## src/rtl/afb_pkg.sv

```systemverilog
`default_nettype none

package afb_pkg;

  localparam int SampleW   = 16;
  localparam int OutW      = 24;
  localparam int CoefW     = 15;
  localparam int HistDepth = 6;
  localparam int AvgLen    = 5;
  localparam int FirTaps   = 6;

  localparam logic [CoefW-1:0] IirFeedbackReset = CoefW'(26214);
  localparam logic [CoefW-1:0] IirInputReset    = CoefW'(6554);

  // Q15 taps, sum 32768
  localparam int FirTap [FirTaps] = '{646, 4338, 11400, 11400, 4338, 646};

  // b * sample product
  localparam int BsW = CoefW + SampleW;

  typedef enum logic [0:0] {
    RegIirFeedback = 1'b0,
    RegIirInput    = 1'b1
  } cfg_reg_t;

  typedef logic signed [SampleW-1:0] sample_t;
  typedef sample_t [HistDepth-1:0] hist_t;
  typedef logic signed [OutW-1:0] out_t;

  typedef struct packed {
    hist_t                 hist;
    logic signed [BsW-1:0] bs;
  } s1_data_t;

  function automatic out_t sat24(input logic signed [47:0] v);
    out_t r;
    if (v > 48'sd8388607) begin
      r = out_t'(24'sh7fffff);
    end else if (v < -48'sd8388608) begin
      r = out_t'(24'sh800000);
    end else begin
      r = v[OutW-1:0];
    end
    return r;
  endfunction

endpackage

`default_nettype wire

```

## src/rtl/afb_input_stage.sv

```systemverilog
`default_nettype none

module afb_input_stage (
  input  wire logic                           clk,
  input  wire logic                           rst,
  input  wire logic                           load,
  input  wire afb_pkg::sample_t               sample,
  input  wire logic [afb_pkg::CoefW-1:0]      iir_input_coef,
  output afb_pkg::s1_data_t                   s1
);

  afb_pkg::hist_t                   hist;
  logic signed [afb_pkg::BsW-1:0]   bs;

  always_ff @(posedge clk) begin
    if (rst) begin
      hist <= '0;
    end else if (load) begin
      hist <= {hist[afb_pkg::HistDepth-2:0], sample};
    end
  end

  always_ff @(posedge clk) begin
    if (load) begin
      bs <= afb_pkg::BsW'($signed({1'b0, iir_input_coef})) * afb_pkg::BsW'(sample);
    end
  end

  assign s1.hist = hist;
  assign s1.bs   = bs;

endmodule

`default_nettype wire

```

## src/rtl/afb_fir_avg.sv

```systemverilog
`default_nettype none

module afb_fir_avg (
  input  wire afb_pkg::hist_t  hist,
  output afb_pkg::out_t        average_out,
  output afb_pkg::out_t        fir_out
);

  localparam int AvgSumW = afb_pkg::SampleW + 3;
  localparam int AvgMagW = AvgSumW + 8;
  localparam int AvgShift = AvgMagW + $clog2(afb_pkg::AvgLen);
  localparam longint unsigned AvgRecipL =
    ((64'd1 << AvgShift) + afb_pkg::AvgLen - 1) / afb_pkg::AvgLen;
  localparam logic [AvgShift:0] AvgRecip = AvgRecipL[AvgShift:0];
  localparam int FirW = 34;

  logic signed [AvgSumW-1:0]        sum;
  logic                             neg;
  logic [AvgSumW-1:0]               mag;
  logic [AvgMagW-1:0]               mag_q8;
  logic [AvgMagW+AvgShift:0]        prod;
  logic [AvgMagW-1:0]               quot;
  logic signed [47:0]               avg_s;
  logic signed [FirW-1:0]           fir_acc;

  always_comb begin
    sum = '0;
    for (int k = 0; k < afb_pkg::AvgLen; k++) begin
      sum = sum + AvgSumW'(hist[k]);
    end
    neg    = sum[AvgSumW-1];
    mag    = neg ? AvgSumW'(-sum) : AvgSumW'(sum);
    // round half away from zero on the magnitude
    mag_q8 = {mag, 8'b0} + AvgMagW'(afb_pkg::AvgLen / 2);
    // exact floor divide by the average length via reciprocal
    prod   = (AvgMagW+AvgShift+1)'(mag_q8) * (AvgMagW+AvgShift+1)'(AvgRecip);
    quot   = prod[AvgShift +: AvgMagW];
    avg_s  = neg ? -$signed(48'(quot)) : $signed(48'(quot));
  end

  assign average_out = afb_pkg::sat24(avg_s);

  always_comb begin
    fir_acc = FirW'(64);
    for (int k = 0; k < afb_pkg::FirTaps; k++) begin
      fir_acc = fir_acc + FirW'(hist[k]) * FirW'(afb_pkg::FirTap[k]);
    end
  end

  assign fir_out = afb_pkg::sat24(48'(fir_acc >>> 7));

endmodule

`default_nettype wire

```

## src/rtl/afb_iir.sv

```systemverilog
`default_nettype none

module afb_iir (
  input  wire logic                            clk,
  input  wire logic                            rst,
  input  wire logic                            advance,
  input  wire logic [afb_pkg::CoefW-1:0]       iir_feedback_coef,
  input  wire logic signed [afb_pkg::BsW-1:0]  bs,
  output afb_pkg::out_t                        acc_next,
  output afb_pkg::out_t                        acc
);

  logic signed [39:0] fb_prod;
  logic signed [41:0] total;

  assign fb_prod  = 40'($signed({1'b0, iir_feedback_coef})) * 40'(acc);
  assign total    = 42'(fb_prod) + (42'(bs) <<< 8) + 42'sd16384;
  assign acc_next = afb_pkg::sat24(48'(total >>> 15));

  always_ff @(posedge clk) begin
    if (rst) begin
      acc <= '0;
    end else if (advance) begin
      acc <= acc_next;
    end
  end

endmodule

`default_nettype wire

```

## src/rtl/accel_filter_bank.sv

```systemverilog
// accel_filter_bank: moving average, six-tap FIR and first-order IIR over a
// stream of signed 16-bit accelerometer samples.
// Input stream s_*: one sample per transfer in s_tdata[15:0].
// Output stream m_*: one result per sample, m_tdata = {iir_out, fir_out,
// average_out}, each 24-bit signed Q8 and saturated.
// Config port: cfg_wen/cfg_index/cfg_data writes iir_feedback_coef (index 0)
// or iir_input_coef (index 1); write only while no sample is in flight.
// A sample is registered in the input/history stage, then in the result stage.
// Throughput: one sample per cycle while m_tready is high; the IIR feedback
// multiply-add is combinational from the accumulator register back to itself.
// Two register stages (input/history stage and result stage) hold items, so
// one new sample is still taken while a finished result waits on m_tready.
// When the receiver stalls with both stages full, s_tready drops.
// Reset (rst, synchronous): history and IIR accumulator clear to zero,
// coefficients return to 0.8 and 0.2 (Q15), both stages empty.
`default_nettype none

module accel_filter_bank (
  input  wire logic        clk,
  input  wire logic        rst,
  input  wire logic        s_tvalid,
  output logic             s_tready,
  input  wire logic [15:0] s_tdata,   // [15:0] sample
  output logic             m_tvalid,
  input  wire logic        m_tready,
  output logic [71:0]      m_tdata,   // [23:0] average_out, [47:24] fir_out, [71:48] iir_out
  input  wire logic        cfg_wen,
  input  wire logic [0:0]  cfg_index,
  input  wire logic [14:0] cfg_data
);

  logic [afb_pkg::CoefW-1:0] iir_feedback_coef;
  logic [afb_pkg::CoefW-1:0] iir_input_coef;

  logic              s1_valid;
  logic              s1_advance;
  logic              s_accept;
  afb_pkg::s1_data_t s1;

  afb_pkg::out_t average_c, fir_c, iir_c, iir_acc;
  afb_pkg::out_t average_out, fir_out, iir_out;

  always_ff @(posedge clk) begin
    if (rst) begin
      iir_feedback_coef <= afb_pkg::IirFeedbackReset;
      iir_input_coef    <= afb_pkg::IirInputReset;
    end else if (cfg_wen) begin
      case (afb_pkg::cfg_reg_t'(cfg_index))
        afb_pkg::RegIirFeedback: iir_feedback_coef <= cfg_data;
        afb_pkg::RegIirInput:    iir_input_coef    <= cfg_data;
        default: ;
      endcase
    end
  end

  assign s1_advance = s1_valid && (!m_tvalid || m_tready);
  assign s_tready   = !s1_valid || s1_advance;
  assign s_accept   = s_tvalid && s_tready;

  always_ff @(posedge clk) begin
    if (rst) begin
      s1_valid <= 1'b0;
      m_tvalid <= 1'b0;
    end else begin
      if (s_accept) begin
        s1_valid <= 1'b1;
      end else if (s1_advance) begin
        s1_valid <= 1'b0;
      end
      if (s1_advance) begin
        m_tvalid <= 1'b1;
      end else if (m_tready) begin
        m_tvalid <= 1'b0;
      end
    end
  end

  afb_input_stage u_input_stage (
    .clk            (clk),
    .rst            (rst),
    .load           (s_accept),
    .sample         (afb_pkg::sample_t'(s_tdata)),
    .iir_input_coef (iir_input_coef),
    .s1             (s1)
  );

  afb_fir_avg u_fir_avg (
    .hist        (s1.hist),
    .average_out (average_c),
    .fir_out     (fir_c)
  );

  afb_iir u_iir (
    .clk               (clk),
    .rst               (rst),
    .advance           (s1_advance),
    .iir_feedback_coef (iir_feedback_coef),
    .bs                (s1.bs),
    .acc_next          (iir_c),
    .acc               (iir_acc)
  );

  always_ff @(posedge clk) begin
    if (s1_advance) begin
      average_out <= average_c;
      fir_out     <= fir_c;
      iir_out     <= iir_c;
    end
  end

  assign m_tdata = {iir_out, fir_out, average_out};

`ifndef NO_ASSERTIONS
  a_acc_reset: assert property (@(posedge clk) rst |=> iir_acc == '0)
    else $error("IIR accumulator not cleared by reset");

  a_acc_hold: assert property (@(posedge clk) disable iff (rst)
    !s1_advance |=> $stable(iir_acc))
    else $error("IIR accumulator changed without a result");

  a_out_matches_acc: assert property (@(posedge clk) disable iff (rst)
    m_tvalid |-> iir_out == iir_acc)
    else $error("iir_out differs from accumulator");

  a_full_stall: assert property (@(posedge clk) disable iff (rst)
    (s1_valid && m_tvalid && !m_tready) |-> !s_tready)
    else $error("input taken with both stages full");
`endif

endmodule

`default_nettype wire
```

## config.mk

```make
export PLATFORM = sky130hd
export DESIGN_NAME = accel_filter_bank
export DESIGN_NICKNAME = d
export VERILOG_FILES = /design/src/rtl/afb_pkg.sv /design/src/rtl/afb_input_stage.sv /design/src/rtl/afb_fir_avg.sv /design/src/rtl/afb_iir.sv /design/src/rtl/accel_filter_bank.sv
export SDC_FILE = /design/constraint.sdc
export NUM_CORES = 2
export LEC_CHECK = 0
export ABC_AREA = 1
export BUFFER_PORTS_ARGS = -buffer_cell sky130_fd_sc_hd__buf_4
export CAP_MARGIN = 25
export CORE_MARGIN = 5
export CORE_UTILIZATION = 59
export DETAILED_ROUTE_END_ITERATION = 12
export GPL_TIMING_DRIVEN = 1
export PLACE_DENSITY = 0.78
export REMOVE_ABC_BUFFERS = 1
export SLEW_MARGIN = 40
export SYNTH_ARGS = -nofsm -noshare
export SYNTH_HDL_FRONTEND = slang
export SYNTH_HIERARCHICAL = 1
export SYNTH_SLANG_ARGS = --single-unit
```

## constraint.sdc

```tcl
create_clock -name clk -period 10.9 [get_ports clk]
set_input_delay 2.18 -clock clk [delete_from_list [all_inputs] [get_ports clk]]
set_output_delay 2.18 -clock clk [all_outputs]
set_load 0.03 [all_outputs]
```

Word-level counts from Yosys, hierarchy flattened. Cells that the tools add are included.

Flip-flop bits (word level): 255. Output and inout bits: 74. Input port bits: 37.

Bitwise gates (word level): 1. Multiply operators: 9. Muxes and demuxes: 10. Reductions and logical operators: 10. Add/sub/neg operators: 15. Order comparisons: 6.

Operators by type and width (number): $add A34 B34 Y34 (4); $mux W24 (4); $mul A16 B13 Y29 const B (2); $mul A16 B12 Y28 const B (2); $mul A27 B28 Y55 const B (1); $gt A27 B24 Y1 const B (2); $lt A27 B24 Y1 const B (2); $mul A16 B10 Y26 const B (2); $gt A48 B24 Y1 const B (1); $lt A48 B24 Y1 const B (1); $mux W48 (1); $neg A25 Y48 (1); $add A41 B16 Y42 const B (1); $add A40 B39 Y41 (1); $mul A16 B24 Y40 (1); $add A19 B16 Y19 (2); $add A34 B27 Y34 (1); $add A8 B34 Y34 const A (1); $mul A16 B16 Y31 (1); $add A27 B2 Y27 const B (1); $mux W19 (1); $neg A19 Y19 (1); $add A17 B16 Y18 (1); $add A16 B16 Y17 (1); 7 further kinds (15).

Logic depth before layout (Yosys ltp).
Word-level depth: 12. Depth in mapped cells: 68. Mapped depth without buffers: 68.

Cells and area by module. The synthesis kept the hierarchy.

Modules (own cells, without submodules): afb_fir_avg (area an instance 33070.5 sq um, sequential area each 0.0 sq um, cells each 4059, times used 1); afb_iir (area an instance 17589.4 sq um, sequential area each 480.5 sq um, cells each 2395, times used 1); afb_input_stage (area an instance 13381.6 sq um, sequential area each 2852.7 sq um, cells each 1755, times used 1); accel_filter_bank (area an instance 3374.5 sq um, sequential area each 2802.7 sq um, cells each 233, times used 1).

Least setup slack after synthesis. No wires, ideal clock.

Kind: reg2reg. Start: register u_input_stage.hist (netlist bit u_input_stage/s1[48]). End: register average_out[10], data pin. Required time: 10.648 ns. Stages on the path, launching flop included: 57. Setup slack: 0.002 ns. Data arrival time: 10.646 ns. Buffers on the path: 1. Path through: dfxtp_1 > inv_1 > fa_1 > fa_1 > fa_1 > inv_1 > ha_1 > fa_1 > a21oi_1 > o21ai_0 > a21oi_1 > o21bai_1 > nand2_1 > inv_1 > o21ai_0 > nand2_1 > nand2_1 > nand2_1 > [21 not listed] > inv_1 > nor4_1 > nand2_2 > nand2_4 > xnor2_4 > ha_1 > nand3_2 > nor2_2 > nand3_1 > nor2_1 > nand2_1 > nand2_1 > nand2_1 > nand2_1 > nand3_1 > nand2_2 > buf_6 > nand2_1.

Longest elaborated chain between the ends: 12.

RTL lines: start: declaration (line afb_input_stage.sv:12) `afb_pkg::hist_t hist;`; start signal: assignment (line afb_input_stage.sv:19) `hist <= {hist[afb_pkg::HistDepth-2:0], sample};`; $add A16 B16 Y17 (*) (line afb_fir_avg.sv:29) `sum = sum + AvgSumW'(hist[k]);`; $add A17 B16 Y18 (*) (line afb_fir_avg.sv:29); $add A19 B16 Y19 (*) (2 in a row) (line afb_fir_avg.sv:29); $neg A19 Y19 (line afb_fir_avg.sv:32) `mag = neg ? AvgSumW'(-sum) : AvgSumW'(sum);`; $mux W19 (line afb_fir_avg.sv:32); $add A27 B2 Y27 (line afb_fir_avg.sv:34) `mag_q8 = {mag, 8'b0} + AvgMagW'(afb_pkg::AvgLen / 2);`; $mul A27 B28 Y55 (line afb_fir_avg.sv:36) `prod = (AvgMagW+AvgShift+1)'(mag_q8) * (AvgMagW+AvgShift+1)'(AvgRecip);`; $neg A25 Y48 (line afb_fir_avg.sv:38) `avg_s = neg ? -$signed(48'(quot)) : $signed(48'(quot));`; $mux W48 (*) (line afb_fir_avg.sv:38); $lt A48 B24 Y1 (line afb_pkg.sv:39) `end else if (v < -48'sd8388608) begin`; $mux W24 (line afb_pkg.sv:39); end signal: assignment (line accel_filter_bank.sv:105) `average_out <= average_c;`; end: declaration (line accel_filter_bank.sv:41) `afb_pkg::out_t average_out, fir_out, iir_out;`.

Mark *: on every way between the ends. The rest lies on a longest branch, timed or not. A chain may end at the register's enable or synchronous reset.

Worst setup path after layout.
Start: register u_input_stage.hist (netlist bit u_input_stage/s1[35]). End: register average_out[21], data pin.

Same word-level chain as after synthesis.

==> flow_results.org <==
** Status
- The run finished, with violations left.
- Violations in the final reports :: negative setup slack

** Global route
- Global-route wire length before repair :: approximately 300 mm
- Initial antenna violation count :: 1
- Global routing used a little under a third of the available tracks.
- Entering global routing, the biggest net connects 67 pins.
- The number of global-route vias before repair came to between 50k and 60k.
- For this run the aggregate overflow at the end of global routing stands at 0.

** STA
- The number of pins exceeding their max-slew limit in the final report is 0.
- Setup violations, final :: 23
- Worst clock skew :: about 0.034 ns
- Setup repair after global routing missed its margin :: yes
- Slew at the pin with the worst max-slew slack :: between 0.8 and 0.9 ns
- Once routing completed, OpenROAD measured the worst setup slack at -0.174 ns.
- Total Neg Setup Slack :: -3.58 ns
- Counting I/O delays and the setup requirement, the final critical path takes between 10 and 15 ns.
- The worst pin sits at a relative slew slack of 40.4%.
- Dividing the final minimum period by the clock period gives 102%.
- Across all hold checks on the routed design, the worst slack comes to 0.468 ns.
- Derived from the worst setup path, the maximum achievable clock frequency is 0.0903 GHz.
- The count of final hold-check violations came to 0.

** Yosys
- Cell variety after synth :: between 60 and 70
- The synthesized netlist devotes around 15% of its cell area to simple gates.
- In the post-synthesis netlist, the cell with the most instances is sky130_fd_sc_hd__inv_1.
- Sequential element share of the synthesized area :: about 9%
- In this run, synthesis inferred ~100 flip-flops with an integrated enable.
- In the synthesized netlist the dominant register cell turns out to be sky130_fd_sc_hd__dfxtp_1.
- Avg Synthesized Cell Area :: around 8.0 um2
- Measured against the total synthesized area, the mux share comes to 0%.
- In the synthesized netlist, the cells that appear most often are sky130_fd_sc_hd__inv_1 (2521), sky130_fd_sc_hd__nand2_1 (1693), sky130_fd_sc_hd__fa_1 (1113), sky130_fd_sc_hd__ha_1 (977), sky130_fd_sc_hd__a21oi_1 (385).
- Cell type with the largest total area after synthesis :: sky130_fd_sc_hd__fa_1
- Warning count from the yosys run :: 6
- Combinational family with the most area after synthesis :: adder cells
- Share of the synthesized area in the top cell type :: approximately 33%
- The synthesized netlist devotes 51.2% of its cell area to adder and majority cells.
- Synth Register Bits :: roughly 260
- Synthesis handed over a netlist of 8442 instances.
- The cell area that synthesis handed to floorplanning was 67400 um2.
- XOR/XNOR share of the synthesized area :: roughly 3.7%
- Area contributors post-synth :: sky130_fd_sc_hd__fa_1 (33%), sky130_fd_sc_hd__ha_1 (18%), sky130_fd_sc_hd__inv_1 (14%)
- Proportion of register bits with asynchronous set or reset after synthesis :: 0%
- Post-synthesis compound-gate area fraction :: between 5 and 6%

** Worst setup path
- The critical path is of the flop to flop type.
- STA classifies the critical path startpoint as a flop.
- STA puts the critical path data arrival time at about 11 ns.
- Endpoint required time on the critical path :: approximately 11 ns
- By instance count, the cell type seen most on the critical path is sky130_fd_sc_hd__inv_2.
- The largest individual stage delay along the critical path comes from the cell sky130_fd_sc_hd__fa_1.
- Logic depth of the worst register-to-register path :: 60
- Maximum fanout along the worst path :: 6
- STA classifies the critical path endpoint as a flop.
- The largest single stage delay on the critical path is around 0.61 ns.
- In this run the register-to-register setup slack is -0.17 ns.
- Source of the worst register-to-register timing path :: u_input_stage/s1[35]
- Terminus of the critical flop-to-flop path :: average_out[21]

** Placement
- Detailed placement ended at an HPWL of 153 mm.
- In this run the tool buffered the top-level ports with 110 buffer cells.
- DP Cell Count :: approximately 10k
- The congestion estimate from routability-driven global placement came to just over 1.

** Routing
- Remaining design rule violation count :: 0
- Wire length after detailed routing :: around 180 mm
- Across all layers, the routed design uses ~55k vias.
- Once detail routing completed, the nets flagged for antenna violations numbered 0.
- For this run, the detailed router's first-pass iteration total came to 8.
- Detailed Route Iter0 Violations :: between 4k and 5k
- Post-detailed-route wirelength per cell :: 17.7 um
- Dividing the detail-routed via count by the number of cells gives approximately 5.3.

** Clocking
- Source-to-sink clock delay at the later pin of the worst-skew pair :: a little over 0.6 ns
- Clk Tree Root Cell :: sky130_fd_sc_hd__clkbuf_16
- Htree depth :: 2
- Hold repair after CTS inserted 0 buffers.
- In this run the deepest clock path goes through 3 buffers.
- CTS saw about 260 sinks.
- Number of CTS-inserted buffers :: 35
- TritonCTS built the clock tree.
- After clock tree synthesis, the clock-pin slew on the worst setup and hold paths is about 0.06 ns.

** Die
- Die area :: approximately 120000 um2
- Vertical die dimension :: between 300 and 400 um
- For this design the top-level I/O count stands at 111.
- In this run the horizontal extent of the chip is around 350 um.
- Site row count :: approximately 120
- Effective utilization at floorplan :: roughly 59%
- Area of the core region :: 114000 um2

** Layout
- Diodes inserted :: 0
- Nets :: about 11k
- Non-filler cells in the finished layout :: about 10k
- Area delta synth->final :: 12.0%
- Of the cells placed in the final design, the portion with a size suffix greater than 1 is 12.4%.

** Hold path
- The worst hold path begins at iir_feedback_coef[5].
- The worst hold path belongs to the class flop to flop.
- WHS Path Cells :: 2
- Worst Hold Endpoint :: iir_feedback_coef[5]

** Flow run
- Max-cap violations :: 0
## cells in the final DEF (no fill, tap or decap), types with 99 or more instances in the layout
cell	Yosys	layout
sky130_fd_sc_hd__xor2_1	181	168
sky130_fd_sc_hd__dfxtp_1	152	141
sky130_fd_sc_hd__buf_4	2	557
sky130_fd_sc_hd__nand2_1	1693	1642
sky130_fd_sc_hd__edfxtp_1	103	103
sky130_fd_sc_hd__nor2_1	318	283
sky130_fd_sc_hd__nand3_1	165	154
sky130_fd_sc_hd__inv_1	2521	2493
sky130_fd_sc_hd__fa_1	1113	1103
sky130_fd_sc_hd__a21oi_1	385	351
sky130_fd_sc_hd__ha_1	977	952
sky130_fd_sc_hd__nand2_2	56	99
## how the worst max path moves through the flow
| stage | start | end | slack (ns) | cells after the start |
|---|---|---|---|---|
| after floorplan | u_input_stage/s1[48] | average_out[0] | -0.05 | 55 |
| after global placement | u_input_stage/s1[35] | average_out[21] | -0.44 | 57 |
| after detailed placement | u_input_stage/s1[35] | average_out[20] | -0.57 | 61 |
| after CTS | u_input_stage/s1[67] | average_out[13] | 0.00005 | 62 |
| after global routing | u_input_stage/s1[35] | average_out[11] | -0.64 | 65 |
| final | u_input_stage/s1[35] | average_out[21] | -0.17 | 60 |
## layout make-up
| type | count | area [um2] |
|---|---|---|
| fillers | 9256 | 38400 |
| multi-input cells | 5443 | 52200 |
| clock inverters | 24 | 270 |
| repair buffers | 578 | 4470 |
| clock buffers | 40 | 936 |
| flip-flops and latches | 255 | 6150 |
| well taps | 1512 | 1890 |
| inverters | 2550 | 9580 |
## worst max-delay path: cells and delay by family (launching register included)
family | cells | cell delay, ns
buf+inv | 19 | 1.64
simple gates | 25 | 3.05
compound gates | 2 | 0.20
xor+xnor | 3 | 0.43
fa+ha+maj | 11 | 5.11
flops | 1 | 0.33
## cell families (layout without fill, tap and decap cells)
| family | after synthesis | after routing |
|---|---|---|
| buffers and inverters | 2746 | 3192 |
| xor gates and xnor gates | 272 | 272 |
| adders and majority gates | 2090 | 2090 |
| and+or+nand+nor | 2448 | 2448 |
| AOI/OAI and AO/OA | 631 | 633 |
| DFF | 255 | 255 |
## per-stage QoR
step / utilization [%] / setup slack [ns] / cell area (um2)
2_1_floorplan: - / -0.0546 / 66600
3_3_place_gp: 63.6 / -0.440 / 72500
3_5_place_dp: 63.6 / -0.570 / 72500
4_1_cts: 65.6 / 0.0000453 / 74700
5_1_grt: 66.3 / -0.639 / 75500
6_report: 66.3 / -0.174 / 75500
## registers in the layout, summed over array words and instances, names as in the netlist
name               flops
average_out           24
fir_out               24
iir_feedback_coef     15
iir_input_coef        15
iir_out               24
m_tvalid               1
s1_valid               1
u_iir/acc             24
u_input_stage/bs      31
u_input_stage/s1      96
## what timing repair did
item	in CTS	in global routing
endpoints found under the setup margin	24	47
pin swaps	82	88
endpoints found under the hold margin	0	0
cloned	3	1
setup buffers	26	19
gates resized for setup	186	150
## per-layer routing
layer,vias up,routed length (um),track usage (%)
li1,25700,-,-
met5,-,0,0
met1,26900,72500,38.0
met2,1975,90600,53.3
met4,0,8040,12.0
met3,466,13500,5.25
Power is not shown: default switching activity piles up to over one toggle a cycle in this logic, so the estimate is an artifact.
